==> src/sv/sha_pkg.sv <==
// Package: shared types, widths and codes for the hour/day averager.
package sha_pkg;

  localparam int EPOCH_W = 32;
  localparam int TEMP_W  = 15;
  localparam int HUM_W   = 14;
  localparam int SUM_W   = 32;
  localparam int CNT_W   = 16;
  localparam int WIN_W   = 6;
  localparam int REQ_W   = 2;
  localparam int HLEN_W  = 16;
  localparam int DLEN_W  = 20;
  localparam int CFG_IDX_W = 1;
  localparam int CFG_DATA_W = 20;

  localparam logic [CNT_W-1:0] CNT_MAX = '1;
  localparam logic [HLEN_W-1:0] HLEN_RESET = 16'd3600;
  localparam logic [DLEN_W-1:0] DLEN_RESET = 20'd86400;

  localparam logic [REQ_W-1:0] REQ_TICK = 2'd0;
  localparam logic [REQ_W-1:0] REQ_HOUR = 2'd1;
  localparam logic [REQ_W-1:0] REQ_DAY  = 2'd2;

  localparam logic [CFG_IDX_W-1:0] REG_HOUR_SECONDS = 1'b0;
  localparam logic [CFG_IDX_W-1:0] REG_DAY_SECONDS  = 1'b1;

  typedef enum logic [3:0] {
    S_IDLE, S_HMOD, S_DMOD, S_EVAL, S_HT, S_HH, S_HPUSH,
    S_DT, S_DH, S_DPUSH, S_ADD, S_QRD, S_QT, S_QH, S_OUT
  } state_t;

  typedef struct packed {
    logic             start;
    logic [SUM_W-1:0] dividend;
    logic [SUM_W-1:0] divisor;
  } div_req_t;

  typedef struct packed {
    logic             busy;
    logic             done;
    logic [SUM_W-1:0] quot;
    logic [SUM_W-1:0] rem;
  } div_rsp_t;

endpackage

==> src/sv/sha_if.sv <==
// Interfaces: input, result and configuration channels.
interface sha_in_if;
  logic                        valid;
  logic                        ready;
  logic [sha_pkg::REQ_W-1:0]   req_type;
  logic [sha_pkg::EPOCH_W-1:0] epoch;
  logic signed [sha_pkg::TEMP_W-1:0] temp_sample;
  logic [sha_pkg::HUM_W-1:0]   hum_sample;
  logic                        sample_valid;
  logic [sha_pkg::WIN_W-1:0]   window_hours;
  modport source (output valid, req_type, epoch, temp_sample, hum_sample, sample_valid,
                  window_hours, input ready);
  modport sink (input valid, req_type, epoch, temp_sample, hum_sample, sample_valid,
                window_hours, output ready);
endinterface

interface sha_out_if;
  logic                              valid;
  logic                              ready;
  logic signed [sha_pkg::TEMP_W-1:0] avg_temp;
  logic [sha_pkg::HUM_W-1:0]         avg_hum;
  logic                              avg_found;
  logic [sha_pkg::WIN_W-1:0]         entries_used;
  modport source (output valid, avg_temp, avg_hum, avg_found, entries_used, input ready);
  modport sink (input valid, avg_temp, avg_hum, avg_found, entries_used, output ready);
endinterface

interface sha_cfg_if;
  logic                           valid;
  logic                           ready;
  logic [sha_pkg::CFG_IDX_W-1:0]  idx;
  logic [sha_pkg::CFG_DATA_W-1:0] data;
  modport source (output valid, idx, data, input ready);
  modport sink (input valid, idx, data, output ready);
endinterface

==> src/sv/sensor_hour_day_averager.sv <==
// Top level: hour/day time-bucket averager with hourly and daily ring memories.
// One item is taken at a time; in_ch.ready is high only while the sequencer idles.
// Every division and modulo runs on one shared radix-2 divider.
// A sample tick runs two bucket-start modulos, then the two hour-mean divisions
// when it closes an hour and the two day-mean divisions when it closes a day; a
// tick with epoch zero or an unknown request is dropped without leaving idle. A query
// walks the ring memory one entry per cycle and then, if it found entries, runs
// the two mean divisions. Configuration writes are taken at any time on cfg_ch
// (always ready) and are meant for idle periods. A result waits in an output
// register; a further query stalls only when that register is still full.
module sensor_hour_day_averager #(
  parameter int HOUR_SLOTS = 32,
  parameter int DAY_SLOTS  = 8
) (
  input logic clk,
  input logic rst_n,
  sha_in_if.sink    in_ch,
  sha_out_if.source out_ch,
  sha_cfg_if.sink   cfg_ch
);
  localparam int TW = sha_pkg::TEMP_W;
  localparam int HW = sha_pkg::HUM_W;
  localparam int SW = sha_pkg::SUM_W;
  localparam int EW = TW + HW;
  localparam int HA = $clog2(HOUR_SLOTS);
  localparam int DA = $clog2(DAY_SLOTS);
  localparam int HC = $clog2(HOUR_SLOTS + 1);
  localparam int DC = $clog2(DAY_SLOTS + 1);
  localparam int C1 = (HC > DC) ? HC : DC;
  localparam int CW = (C1 > sha_pkg::WIN_W) ? C1 : sha_pkg::WIN_W;

  sha_pkg::state_t state_r, state_nxt;

  // configuration
  logic [sha_pkg::HLEN_W-1:0] hlen_r;
  logic [sha_pkg::DLEN_W-1:0] dlen_r;

  // captured input item
  logic [sha_pkg::EPOCH_W-1:0] epoch_r;
  logic signed [TW-1:0]        tsmp_r;
  logic [HW-1:0]               hsmp_r;
  logic                        sv_r;

  // bucket state
  logic [SW-1:0] cur_h_r, cur_d_r, hs_r, ds_r;
  logic [SW-1:0] hts_r, hhs_r, dts_r, dhs_r;
  logic [sha_pkg::CNT_W-1:0] hcnt_r, dcnt_r;
  logic dchg_r;

  // rings
  logic [EW-1:0] hour_mem [HOUR_SLOTS];
  logic [EW-1:0] day_mem  [DAY_SLOTS];
  logic [EW-1:0] hour_rd_r, day_rd_r;
  logic [HA-1:0] hhead_r, walk_h_r, hhead_new;
  logic [DA-1:0] dhead_r, walk_d_r, dhead_new;
  logic [HC-1:0] hfill_r;
  logic [DC-1:0] dfill_r;

  // mean results
  logic signed [TW-1:0] mt_r;
  logic [HW-1:0]        mh_r;

  // query walk
  logic          q_day_r, rd_vld_r, issue;
  logic [CW-1:0] lim_r, iss_r, win_ext, hfill_ext;
  logic [SW-1:0] qts_r, qhs_r;
  logic [EW-1:0] rd_word;

  // output register
  logic                 out_valid_r;
  logic signed [TW-1:0] out_t_r;
  logic [HW-1:0]        out_h_r;
  logic                 out_f_r;
  logic [sha_pkg::WIN_W-1:0] out_n_r;

  // divider
  sha_pkg::div_req_t div_req;
  sha_pkg::div_rsp_t div_rsp;
  logic              pend_r;
  logic              neg;
  logic [SW-1:0]     quot_s;

  logic in_acc, h_close, d_chg, out_load;

  sha_div u_div (.clk(clk), .rst_n(rst_n), .req(div_req), .rsp(div_rsp));

  assign in_ch.ready  = (state_r == sha_pkg::S_IDLE);
  assign in_acc       = in_ch.valid && in_ch.ready;
  assign cfg_ch.ready = 1'b1;

  assign h_close = (cur_h_r != '0) && (hs_r != cur_h_r) && (hcnt_r != '0);
  assign d_chg   = (cur_d_r != '0) && (ds_r != cur_d_r);
  assign issue   = (state_r == sha_pkg::S_QRD) && (iss_r != lim_r);
  assign out_load = (state_r == sha_pkg::S_OUT) && (!out_valid_r || out_ch.ready);

  assign hhead_new = (hfill_r == '0) ? '0 :
                     (hhead_r == HA'(HOUR_SLOTS - 1)) ? '0 : HA'(hhead_r + 1'b1);
  assign dhead_new = (dfill_r == '0) ? '0 :
                     (dhead_r == DA'(DAY_SLOTS - 1)) ? '0 : DA'(dhead_r + 1'b1);

  assign win_ext   = CW'(in_ch.window_hours);
  assign hfill_ext = CW'(hfill_r);
  assign rd_word   = q_day_r ? day_rd_r : hour_rd_r;

  // Divider operand select: magnitude of signed sums, sign restored on the quotient.
  always_comb begin
    div_req.start    = pend_r;
    div_req.dividend = epoch_r;
    div_req.divisor  = {{(SW-1){1'b0}}, 1'b1};
    neg              = 1'b0;
    case (state_r)
      sha_pkg::S_HMOD: div_req.divisor = (hlen_r == '0) ? SW'(1) : SW'(hlen_r);
      sha_pkg::S_DMOD: div_req.divisor = (dlen_r == '0) ? SW'(1) : SW'(dlen_r);
      sha_pkg::S_HT: begin
        neg              = hts_r[SW-1];
        div_req.dividend = neg ? SW'(-hts_r) : hts_r;
        div_req.divisor  = SW'(hcnt_r);
      end
      sha_pkg::S_HH: begin
        div_req.dividend = hhs_r;
        div_req.divisor  = SW'(hcnt_r);
      end
      sha_pkg::S_DT: begin
        neg              = dts_r[SW-1];
        div_req.dividend = neg ? SW'(-dts_r) : dts_r;
        div_req.divisor  = SW'(dcnt_r);
      end
      sha_pkg::S_DH: begin
        div_req.dividend = dhs_r;
        div_req.divisor  = SW'(dcnt_r);
      end
      sha_pkg::S_QT: begin
        neg              = qts_r[SW-1];
        div_req.dividend = neg ? SW'(-qts_r) : qts_r;
        div_req.divisor  = SW'(lim_r);
      end
      sha_pkg::S_QH: begin
        div_req.dividend = qhs_r;
        div_req.divisor  = SW'(lim_r);
      end
      default: ;
    endcase
    quot_s = neg ? SW'(-div_rsp.quot) : div_rsp.quot;
  end

  // Sequencer
  always_comb begin
    state_nxt = state_r;
    case (state_r)
      sha_pkg::S_IDLE: begin
        if (in_acc) begin
          case (in_ch.req_type)
            sha_pkg::REQ_TICK: if (in_ch.epoch != '0) state_nxt = sha_pkg::S_HMOD;
            sha_pkg::REQ_HOUR: state_nxt = sha_pkg::S_QRD;
            sha_pkg::REQ_DAY:  state_nxt = sha_pkg::S_QRD;
            default: ;
          endcase
        end
      end
      sha_pkg::S_HMOD: if (div_rsp.done) state_nxt = sha_pkg::S_DMOD;
      sha_pkg::S_DMOD: if (div_rsp.done) state_nxt = sha_pkg::S_EVAL;
      sha_pkg::S_EVAL: begin
        if (h_close) state_nxt = sha_pkg::S_HT;
        else if (d_chg && dcnt_r != '0) state_nxt = sha_pkg::S_DT;
        else state_nxt = sha_pkg::S_ADD;
      end
      sha_pkg::S_HT:    if (div_rsp.done) state_nxt = sha_pkg::S_HH;
      sha_pkg::S_HH:    if (div_rsp.done) state_nxt = sha_pkg::S_HPUSH;
      // a closed hour always leaves the day count nonzero
      sha_pkg::S_HPUSH: state_nxt = dchg_r ? sha_pkg::S_DT : sha_pkg::S_ADD;
      sha_pkg::S_DT:    if (div_rsp.done) state_nxt = sha_pkg::S_DH;
      sha_pkg::S_DH:    if (div_rsp.done) state_nxt = sha_pkg::S_DPUSH;
      sha_pkg::S_DPUSH: state_nxt = sha_pkg::S_ADD;
      sha_pkg::S_ADD:   state_nxt = sha_pkg::S_IDLE;
      sha_pkg::S_QRD: begin
        if (iss_r == lim_r && !rd_vld_r)
          state_nxt = (lim_r != '0) ? sha_pkg::S_QT : sha_pkg::S_OUT;
      end
      sha_pkg::S_QT:  if (div_rsp.done) state_nxt = sha_pkg::S_QH;
      sha_pkg::S_QH:  if (div_rsp.done) state_nxt = sha_pkg::S_OUT;
      sha_pkg::S_OUT: if (out_load) state_nxt = sha_pkg::S_IDLE;
      default: state_nxt = sha_pkg::S_IDLE;
    endcase
  end

  always_ff @(posedge clk) begin
    if (!rst_n) begin
      state_r <= sha_pkg::S_IDLE;
      pend_r  <= 1'b0;
    end else begin
      state_r <= state_nxt;
      // start the divider only on entry to a division stage
      case (state_nxt)
        sha_pkg::S_HMOD, sha_pkg::S_DMOD, sha_pkg::S_HT, sha_pkg::S_HH,
        sha_pkg::S_DT, sha_pkg::S_DH, sha_pkg::S_QT, sha_pkg::S_QH:
          pend_r <= (state_nxt != state_r);
        default: pend_r <= 1'b0;
      endcase
    end
  end

  // Ring memories: one write port, one registered read port each.
  always_ff @(posedge clk) begin
    if (state_r == sha_pkg::S_HPUSH) hour_mem[hhead_new] <= {mt_r, mh_r};
    hour_rd_r <= hour_mem[walk_h_r];
  end

  always_ff @(posedge clk) begin
    if (state_r == sha_pkg::S_DPUSH) day_mem[dhead_new] <= {mt_r, mh_r};
    day_rd_r <= day_mem[walk_d_r];
  end

  // Payload captures and walk addresses
  always_ff @(posedge clk) begin
    if (in_acc) begin
      epoch_r  <= in_ch.epoch;
      tsmp_r   <= in_ch.temp_sample;
      hsmp_r   <= in_ch.hum_sample;
      sv_r     <= in_ch.sample_valid;
      q_day_r  <= (in_ch.req_type == sha_pkg::REQ_DAY);
      walk_h_r <= hhead_r;
      walk_d_r <= dhead_r;
      lim_r    <= (in_ch.req_type == sha_pkg::REQ_DAY) ? CW'(dfill_r) :
                  (win_ext < hfill_ext) ? win_ext : hfill_ext;
      iss_r    <= '0;
      qts_r    <= '0;
      qhs_r    <= '0;
    end
    if (div_rsp.done) begin
      case (state_r)
        sha_pkg::S_HMOD: hs_r <= epoch_r - div_rsp.rem;
        sha_pkg::S_DMOD: ds_r <= epoch_r - div_rsp.rem;
        sha_pkg::S_HT, sha_pkg::S_DT, sha_pkg::S_QT: mt_r <= quot_s[TW-1:0];
        sha_pkg::S_HH, sha_pkg::S_DH, sha_pkg::S_QH: mh_r <= div_rsp.quot[HW-1:0];
        default: ;
      endcase
    end
    if (state_r == sha_pkg::S_EVAL) dchg_r <= d_chg;
    // walk from the newest entry backward
    if (issue) begin
      iss_r    <= iss_r + 1'b1;
      walk_h_r <= (walk_h_r == '0) ? HA'(HOUR_SLOTS - 1) : HA'(walk_h_r - 1'b1);
      walk_d_r <= (walk_d_r == '0) ? DA'(DAY_SLOTS - 1) : DA'(walk_d_r - 1'b1);
    end
    if (rd_vld_r) begin
      qts_r <= qts_r + SW'(signed'(rd_word[EW-1:HW]));
      qhs_r <= qhs_r + SW'(rd_word[HW-1:0]);
    end
  end

  // Control state with reset
  always_ff @(posedge clk) begin
    if (!rst_n) begin
      hlen_r      <= sha_pkg::HLEN_RESET;
      dlen_r      <= sha_pkg::DLEN_RESET;
      cur_h_r     <= '0;
      cur_d_r     <= '0;
      hts_r       <= '0;
      hhs_r       <= '0;
      hcnt_r      <= '0;
      dts_r       <= '0;
      dhs_r       <= '0;
      dcnt_r      <= '0;
      hhead_r     <= '0;
      dhead_r     <= '0;
      hfill_r     <= '0;
      dfill_r     <= '0;
      rd_vld_r    <= 1'b0;
      out_valid_r <= 1'b0;
    end else begin
      if (cfg_ch.valid) begin
        case (cfg_ch.idx)
          sha_pkg::REG_HOUR_SECONDS: hlen_r <= cfg_ch.data[sha_pkg::HLEN_W-1:0];
          sha_pkg::REG_DAY_SECONDS:  dlen_r <= cfg_ch.data;
          default: ;
        endcase
      end
      rd_vld_r <= issue;
      case (state_r)
        sha_pkg::S_EVAL: begin
          // adopt the new starts; a zero start simply gets set
          cur_h_r <= hs_r;
          cur_d_r <= ds_r;
        end
        sha_pkg::S_HPUSH: begin
          hhead_r <= hhead_new;
          if (hfill_r != HC'(HOUR_SLOTS)) hfill_r <= hfill_r + 1'b1;
          if (dcnt_r != sha_pkg::CNT_MAX) begin
            dts_r  <= dts_r + SW'(mt_r);
            dhs_r  <= dhs_r + SW'(mh_r);
            dcnt_r <= dcnt_r + 1'b1;
          end
          hts_r  <= '0;
          hhs_r  <= '0;
          hcnt_r <= '0;
        end
        sha_pkg::S_DPUSH: begin
          dhead_r <= dhead_new;
          if (dfill_r != DC'(DAY_SLOTS)) dfill_r <= dfill_r + 1'b1;
          dts_r  <= '0;
          dhs_r  <= '0;
          dcnt_r <= '0;
        end
        sha_pkg::S_ADD: begin
          if (sv_r && hcnt_r != sha_pkg::CNT_MAX) begin
            hts_r  <= hts_r + SW'(tsmp_r);
            hhs_r  <= hhs_r + SW'(hsmp_r);
            hcnt_r <= hcnt_r + 1'b1;
          end
        end
        default: ;
      endcase
      if (out_load) out_valid_r <= 1'b1;
      else if (out_ch.ready) out_valid_r <= 1'b0;
    end
  end

  // Result register: an empty walk answers all zeros
  always_ff @(posedge clk) begin
    if (out_load) begin
      out_f_r <= (lim_r != '0);
      out_t_r <= (lim_r != '0) ? mt_r : '0;
      out_h_r <= (lim_r != '0) ? mh_r : '0;
      out_n_r <= lim_r[sha_pkg::WIN_W-1:0];
    end
  end

  assign out_ch.valid        = out_valid_r;
  assign out_ch.avg_temp     = out_t_r;
  assign out_ch.avg_hum      = out_h_r;
  assign out_ch.avg_found    = out_f_r;
  assign out_ch.entries_used = out_n_r;

  a_fill_bound: assert property (@(posedge clk) disable iff (!rst_n)
    hfill_r <= HC'(HOUR_SLOTS) && dfill_r <= DC'(DAY_SLOTS))
    else $error("ring fill count above ring depth");

  a_push_fill: assert property (@(posedge clk) disable iff (!rst_n)
    state_r == sha_pkg::S_HPUSH |=> hfill_r != '0 && dcnt_r != '0)
    else $error("hour push left ring or day count empty");

  a_out_src: assert property (@(posedge clk) disable iff (!rst_n)
    $rose(out_valid_r) |-> $past(state_r) == sha_pkg::S_OUT)
    else $error("result raised outside of result stage");

  a_div_owner: assert property (@(posedge clk) disable iff (!rst_n)
    div_rsp.busy |-> (state_r == sha_pkg::S_HMOD || state_r == sha_pkg::S_DMOD ||
      state_r == sha_pkg::S_HT || state_r == sha_pkg::S_HH || state_r == sha_pkg::S_DT ||
      state_r == sha_pkg::S_DH || state_r == sha_pkg::S_QT || state_r == sha_pkg::S_QH))
    else $error("divider busy outside a division stage");

  a_walk_bound: assert property (@(posedge clk) disable iff (!rst_n)
    state_r == sha_pkg::S_QRD |-> iss_r <= lim_r)
    else $error("ring walk issued past its limit");

endmodule

==> src/sv/sha_div.sv <==
// Radix-2 restoring divider, one quotient bit per cycle.
module sha_div (
  input  logic              clk,
  input  logic              rst_n,
  input  sha_pkg::div_req_t req,
  output sha_pkg::div_rsp_t rsp
);
  localparam int W  = sha_pkg::SUM_W;
  localparam int CW = $clog2(W);

  logic [W-1:0]  quot_r, rem_r, dvs_r;
  logic [CW-1:0] cnt_r;
  logic          busy_r, done_r;
  logic [W:0]    trial;
  logic          fit;

  assign trial = {rem_r, quot_r[W-1]};
  assign fit   = trial >= {1'b0, dvs_r};

  always_ff @(posedge clk) begin
    if (!rst_n) begin
      busy_r <= 1'b0;
      done_r <= 1'b0;
      cnt_r  <= '0;
    end else begin
      done_r <= 1'b0;
      if (req.start) begin
        busy_r <= 1'b1;
        cnt_r  <= '0;
      end else if (busy_r) begin
        cnt_r <= cnt_r + 1'b1;
        if (cnt_r == CW'(W - 1)) begin
          busy_r <= 1'b0;
          done_r <= 1'b1;
        end
      end
    end
  end

  // datapath: shift in one dividend bit, subtract when it fits
  always_ff @(posedge clk) begin
    if (req.start) begin
      quot_r <= req.dividend;
      rem_r  <= '0;
      dvs_r  <= req.divisor;
    end else if (busy_r) begin
      rem_r  <= fit ? W'(trial - {1'b0, dvs_r}) : trial[W-1:0];
      quot_r <= {quot_r[W-2:0], fit};
    end
  end

  assign rsp.busy = busy_r;
  assign rsp.done = done_r;
  assign rsp.quot = quot_r;
  assign rsp.rem  = rem_r;
endmodule
==> src/flat_wrapper.sv <==
// flat-port wrapper written by rule: the top's interface ports become plain ports
module sensor_hour_day_averager_flat 
#(
  parameter int HOUR_SLOTS = 32,
  parameter int DAY_SLOTS  = 8
)
  (clk, rst_n, in_ch_valid, in_ch_req_type, in_ch_epoch, in_ch_temp_sample, in_ch_hum_sample, in_ch_sample_valid, in_ch_window_hours, in_ch_ready, out_ch_valid, out_ch_avg_temp, out_ch_avg_hum, out_ch_avg_found, out_ch_entries_used, out_ch_ready, cfg_ch_valid, cfg_ch_idx, cfg_ch_data, cfg_ch_ready);
  sha_in_if in_ch_i ();
  sha_out_if out_ch_i ();
  sha_cfg_if cfg_ch_i ();
  input logic clk;
  input logic rst_n;
  input wire logic [$bits(in_ch_i.valid)-1:0] in_ch_valid;
  input wire logic [$bits(in_ch_i.req_type)-1:0] in_ch_req_type;
  input wire logic [$bits(in_ch_i.epoch)-1:0] in_ch_epoch;
  input wire logic [$bits(in_ch_i.temp_sample)-1:0] in_ch_temp_sample;
  input wire logic [$bits(in_ch_i.hum_sample)-1:0] in_ch_hum_sample;
  input wire logic [$bits(in_ch_i.sample_valid)-1:0] in_ch_sample_valid;
  input wire logic [$bits(in_ch_i.window_hours)-1:0] in_ch_window_hours;
  output wire logic [$bits(in_ch_i.ready)-1:0] in_ch_ready;
  output wire logic [$bits(out_ch_i.valid)-1:0] out_ch_valid;
  output wire logic [$bits(out_ch_i.avg_temp)-1:0] out_ch_avg_temp;
  output wire logic [$bits(out_ch_i.avg_hum)-1:0] out_ch_avg_hum;
  output wire logic [$bits(out_ch_i.avg_found)-1:0] out_ch_avg_found;
  output wire logic [$bits(out_ch_i.entries_used)-1:0] out_ch_entries_used;
  input wire logic [$bits(out_ch_i.ready)-1:0] out_ch_ready;
  input wire logic [$bits(cfg_ch_i.valid)-1:0] cfg_ch_valid;
  input wire logic [$bits(cfg_ch_i.idx)-1:0] cfg_ch_idx;
  input wire logic [$bits(cfg_ch_i.data)-1:0] cfg_ch_data;
  output wire logic [$bits(cfg_ch_i.ready)-1:0] cfg_ch_ready;
  assign in_ch_i.valid = in_ch_valid;
  assign in_ch_i.req_type = in_ch_req_type;
  assign in_ch_i.epoch = in_ch_epoch;
  assign in_ch_i.temp_sample = in_ch_temp_sample;
  assign in_ch_i.hum_sample = in_ch_hum_sample;
  assign in_ch_i.sample_valid = in_ch_sample_valid;
  assign in_ch_i.window_hours = in_ch_window_hours;
  assign in_ch_ready = in_ch_i.ready;
  assign out_ch_valid = out_ch_i.valid;
  assign out_ch_avg_temp = out_ch_i.avg_temp;
  assign out_ch_avg_hum = out_ch_i.avg_hum;
  assign out_ch_avg_found = out_ch_i.avg_found;
  assign out_ch_entries_used = out_ch_i.entries_used;
  assign out_ch_i.ready = out_ch_ready;
  assign cfg_ch_i.valid = cfg_ch_valid;
  assign cfg_ch_i.idx = cfg_ch_idx;
  assign cfg_ch_i.data = cfg_ch_data;
  assign cfg_ch_ready = cfg_ch_i.ready;
  sensor_hour_day_averager #(.HOUR_SLOTS(HOUR_SLOTS), .DAY_SLOTS(DAY_SLOTS)) u_core (.clk(clk), .rst_n(rst_n), .in_ch(in_ch_i), .out_ch(out_ch_i), .cfg_ch(cfg_ch_i));
endmodule
==> config.mk <==
export PLATFORM = sky130hd
export DESIGN_NAME = sensor_hour_day_averager_flat
export DESIGN_NICKNAME = d
export VERILOG_FILES = /design/src/sv/sha_pkg.sv /design/src/sv/sha_if.sv /design/src/sv/sensor_hour_day_averager.sv /design/src/sv/sha_div.sv /design/src/flat_wrapper.sv
export SDC_FILE = /design/constraint.sdc
export NUM_CORES = 2
export LEC_CHECK = 0
export ABC_AREA = 1
export BUFFER_PORTS_ARGS = -buffer_cell sky130_fd_sc_hd__buf_2
export CAP_MARGIN = 40
export CORE_MARGIN = 3
export CORE_UTILIZATION = 37
export DETAILED_ROUTE_END_ITERATION = 16
export HOLD_SLACK_MARGIN = 0.03
export REMOVE_ABC_BUFFERS = 1
export SLEW_MARGIN = 30
export SYNTH_ARGS = -nofsm -noshare
export SYNTH_HDL_FRONTEND = slang
export SYNTH_HIERARCHICAL = 1
export SYNTH_SLANG_ARGS = --single-unit
==> constraint.sdc <==
create_clock -name clk -period 7.7 [get_ports clk]
set_input_delay 1.54 -clock clk [delete_from_list [all_inputs] [get_ports clk]]
set_output_delay 1.54 -clock clk [all_outputs]
set_load 0.02 [all_outputs]
==> impl_metrics.yaml <==
synthesis:
  syn_inst: 9393
  ys_warn_count: 6
  netlist_area_um2: 89300
  syn_area_per_cell_um2: 9.507
clock_network:
  numCtsBuffers: 198
  clk_path_buf_depth: 3
  hold_buffers: 0
  cts_tree: "done"
  ctsResizeCount: 0
  cts_sinks: 1883
  htreeDepth: 4
  clk_pin_slew_ns: 0.06
  clock_latency_ns: 0.88
  cts-root-buf: "clkbuf_16"
  cts_setup_buffers: 0
power_and_ir_drop:
  p_switching_mw: 10.61
  p_int_mw: 19.71
  power_frac_clock_pct: 32.4
  vdd_drop_max_mv: 0.2378
  pwr_density_cell_nw_per_um2: 298.5
  p_sw_share_pct: 35.00
  p_seq_share_pct: 40.9
  p_leak_nw: 37.62
  finalPower_mw: 30.32
  combPwrFrac_pct: 26.7
timing:
  maxSlewHeadroom_pct: 35.15
  drv_slew: 0
  period_needed_ns: 3.941
  period_share_pct: 51.18
  setup_tns_ns: 0
  skew_ns: 0.1136
  max_freq_ghz: 0.2537
  tightest_slew_ns: 0.9626
  finalSetupViolCount: 0
  hold_viol: 0
  rsz0062_at_grt: "false"
  holdWs_ns: 0.4526
routing:
  drtAntennaViolNets: 0
  drc_errors: 0
  dr.first_iter.drc_count: 7818
  vias: 70060
  viasPerCell: 5.451
  wire_per_inst_um: 21.81
  routed_wirelength_um: 280300
  dr.pass1.iters: 6
cells_and_area:
  fin_cells: 12850
  largest_register: "u_core/hour_mem"
  drive_above_1_share_pct: 7.935
  nNetsFinal: 9837
  largest_reg_flops: 928
  largest_registers: "u_core/hour_mem x928, u_core/day_mem x232"
  areaGrowthSynthToFinish_pct: 13.75
floorplanning:
  core_area_um2: 239000
  fp.dieArea_um2: 247300
  ios: 135
  fp-row-count: 179
  initial_utilization_pct: 37.37
  die_h_um: 497.3
  fp.dieW_um: 497.3
critical_path:
  crit_family: "compound AO/OA/AOI/OAI gates"
  reg2reg_to: "u_core/qhs_r[28]"
  max_stage_delay_ns: 0.62
  reg2reg_from: "u_core/q_day_r"
  cp_max_fo: 31
  worst_ep_required_time_ns: 8.23
  r2r_setup_slack_ns: 3.76
  criticalPathCategory: "register to register"
  path_buf_inv: 4
  r2r_cells: 17
  crit_chain: "buf_4, mux2_2, ha_1, inv_1, fa_1, inv_1, nand3_1, nand2_1, a21oi_1, nor2_1, nor2_1, o21ai_0, inv_1, nor2_1, nand4_1, o21ai_0, a21oi_1"
  crit_arrival_ns: 4.47
  startpoint_type: "register"
  cp_slowest_cell: "o21ai_0"
  worst_setup_path_end_kind: "register"
place:
  place.port_buffers: 133
  hpwl_um: 187900
  gp_congestion: 0.9481
  placed_cells: 12470
global_routing:
  grt_use_total_pct: 21.86
  antenna_found_initial: 12
  grt_max_degree: 203
  grt_overflow: 0
  grt_pass1_vias: 65220
  grt_pass1_wl_um: 414300
hold_path:
  holdCritStartpoint: "u_core/u_div/cnt_r[2]"
  hold_depth: 1
  hp-class: "register to register"
  holdPathEnd: "u_core/u_div/cnt_r[2]"
status:
  status: "completed"
flow_run:
  cap_viol_max_count: 0
==> worst max-delay path by stage <==
stage | start | end | slack, ns | cells past startpoint
6_report | u_core/q_day_r | u_core/qhs_r[28] | 3.76 | 17
3_5_place_dp | rst_n | u_core/dhs_r[26] | 3.01 | 8
2_1_floorplan | u_core/walk_h_r[0] | u_core/walk_h_r[0] | -9.48 | 4
5_1_grt | u_core/q_day_r | u_core/qhs_r[28] | 3.49 | 17
3_3_place_gp | rst_n | u_core/dhs_r[26] | 2.99 | 8
4_1_cts | u_core/state_r[1] | in_ch_ready | 3.81 | 4
==> worst register-to-register path: cells and delay by family, from the launching register on <==
family,cells,cell delay (ns)
flops,1,0.34
compound gates,4,0.97
fa+ha+maj,2,0.58
mux,1,0.27
simple gates,6,0.73
buf+inv,4,0.76
==> power groups by stage <==
stage                     clock network, mW  registers (mW)  logic [mW]
after global routing                   10.4            12.4        8.96
after CTS                              9.99            12.4        8.01
final                                  9.82            12.4        8.10
after detailed placement                  0            12.6        7.97
after global placement                    0            12.6        7.85
after floorplan                           0            12.5        5.09
==> layer usage <==
metal / vias to the layer above / global-route usage [%] / part of all wire (%)
met3: 397 / 3.461 / 8.1
met4: 2 / 7.390 / 3.4
met5: - / 0 / 0.0046
li1: 32920 / - / -
met2: 2854 / 33.89 / 45
met1: 33880 / 31.14 / 44
==> stage by stage <==
stage | setup WS (ns) | instance area (um2) | util, %
finish | 3.759 | 101600 | 42.51
floorplan | -9.475 | 87720 | -
global route | 3.488 | 101600 | 42.50
CTS | 3.810 | 101500 | 42.46
global placement | 2.991 | 93540 | 39.14
detailed placement | 3.014 | 94730 | 39.64
==> cell type report <==
class	instances	area [um2]
fill	22820	137400
sequential	1883	52720
multi-input combinational	6348	32410
clock buffer	247	5291
tap	3167	3963
inverter	786	2969
timing repair buffer	288	2756
clock inverter	127	1460
antenna	5	12.51
==> cell usage in the layout (no fill, tap or decap), drive strengths merged, types with 25 or more instances in the layout <==
| cell type | instances |
|---|---|
| ha | 228 |
| nand4 | 80 |
| buf | 288 |
| clkinv | 106 |
| nor2 | 1490 |
| a31oi | 54 |
| o21a | 28 |
| xnor2 | 94 |
| edfxtp | 1501 |
| dfxtp | 382 |
| nand2 | 1592 |
| nor4 | 38 |
| mux2 | 27 |
| o21ai | 1116 |
| nand3 | 288 |
| nand3b | 26 |
| clkbuf | 247 |
| a21oi | 579 |
| nor3 | 113 |
| a21o | 25 |
| xor2 | 55 |
| o22ai | 325 |
| inv | 783 |
Power figures use the tool's default switching activity.
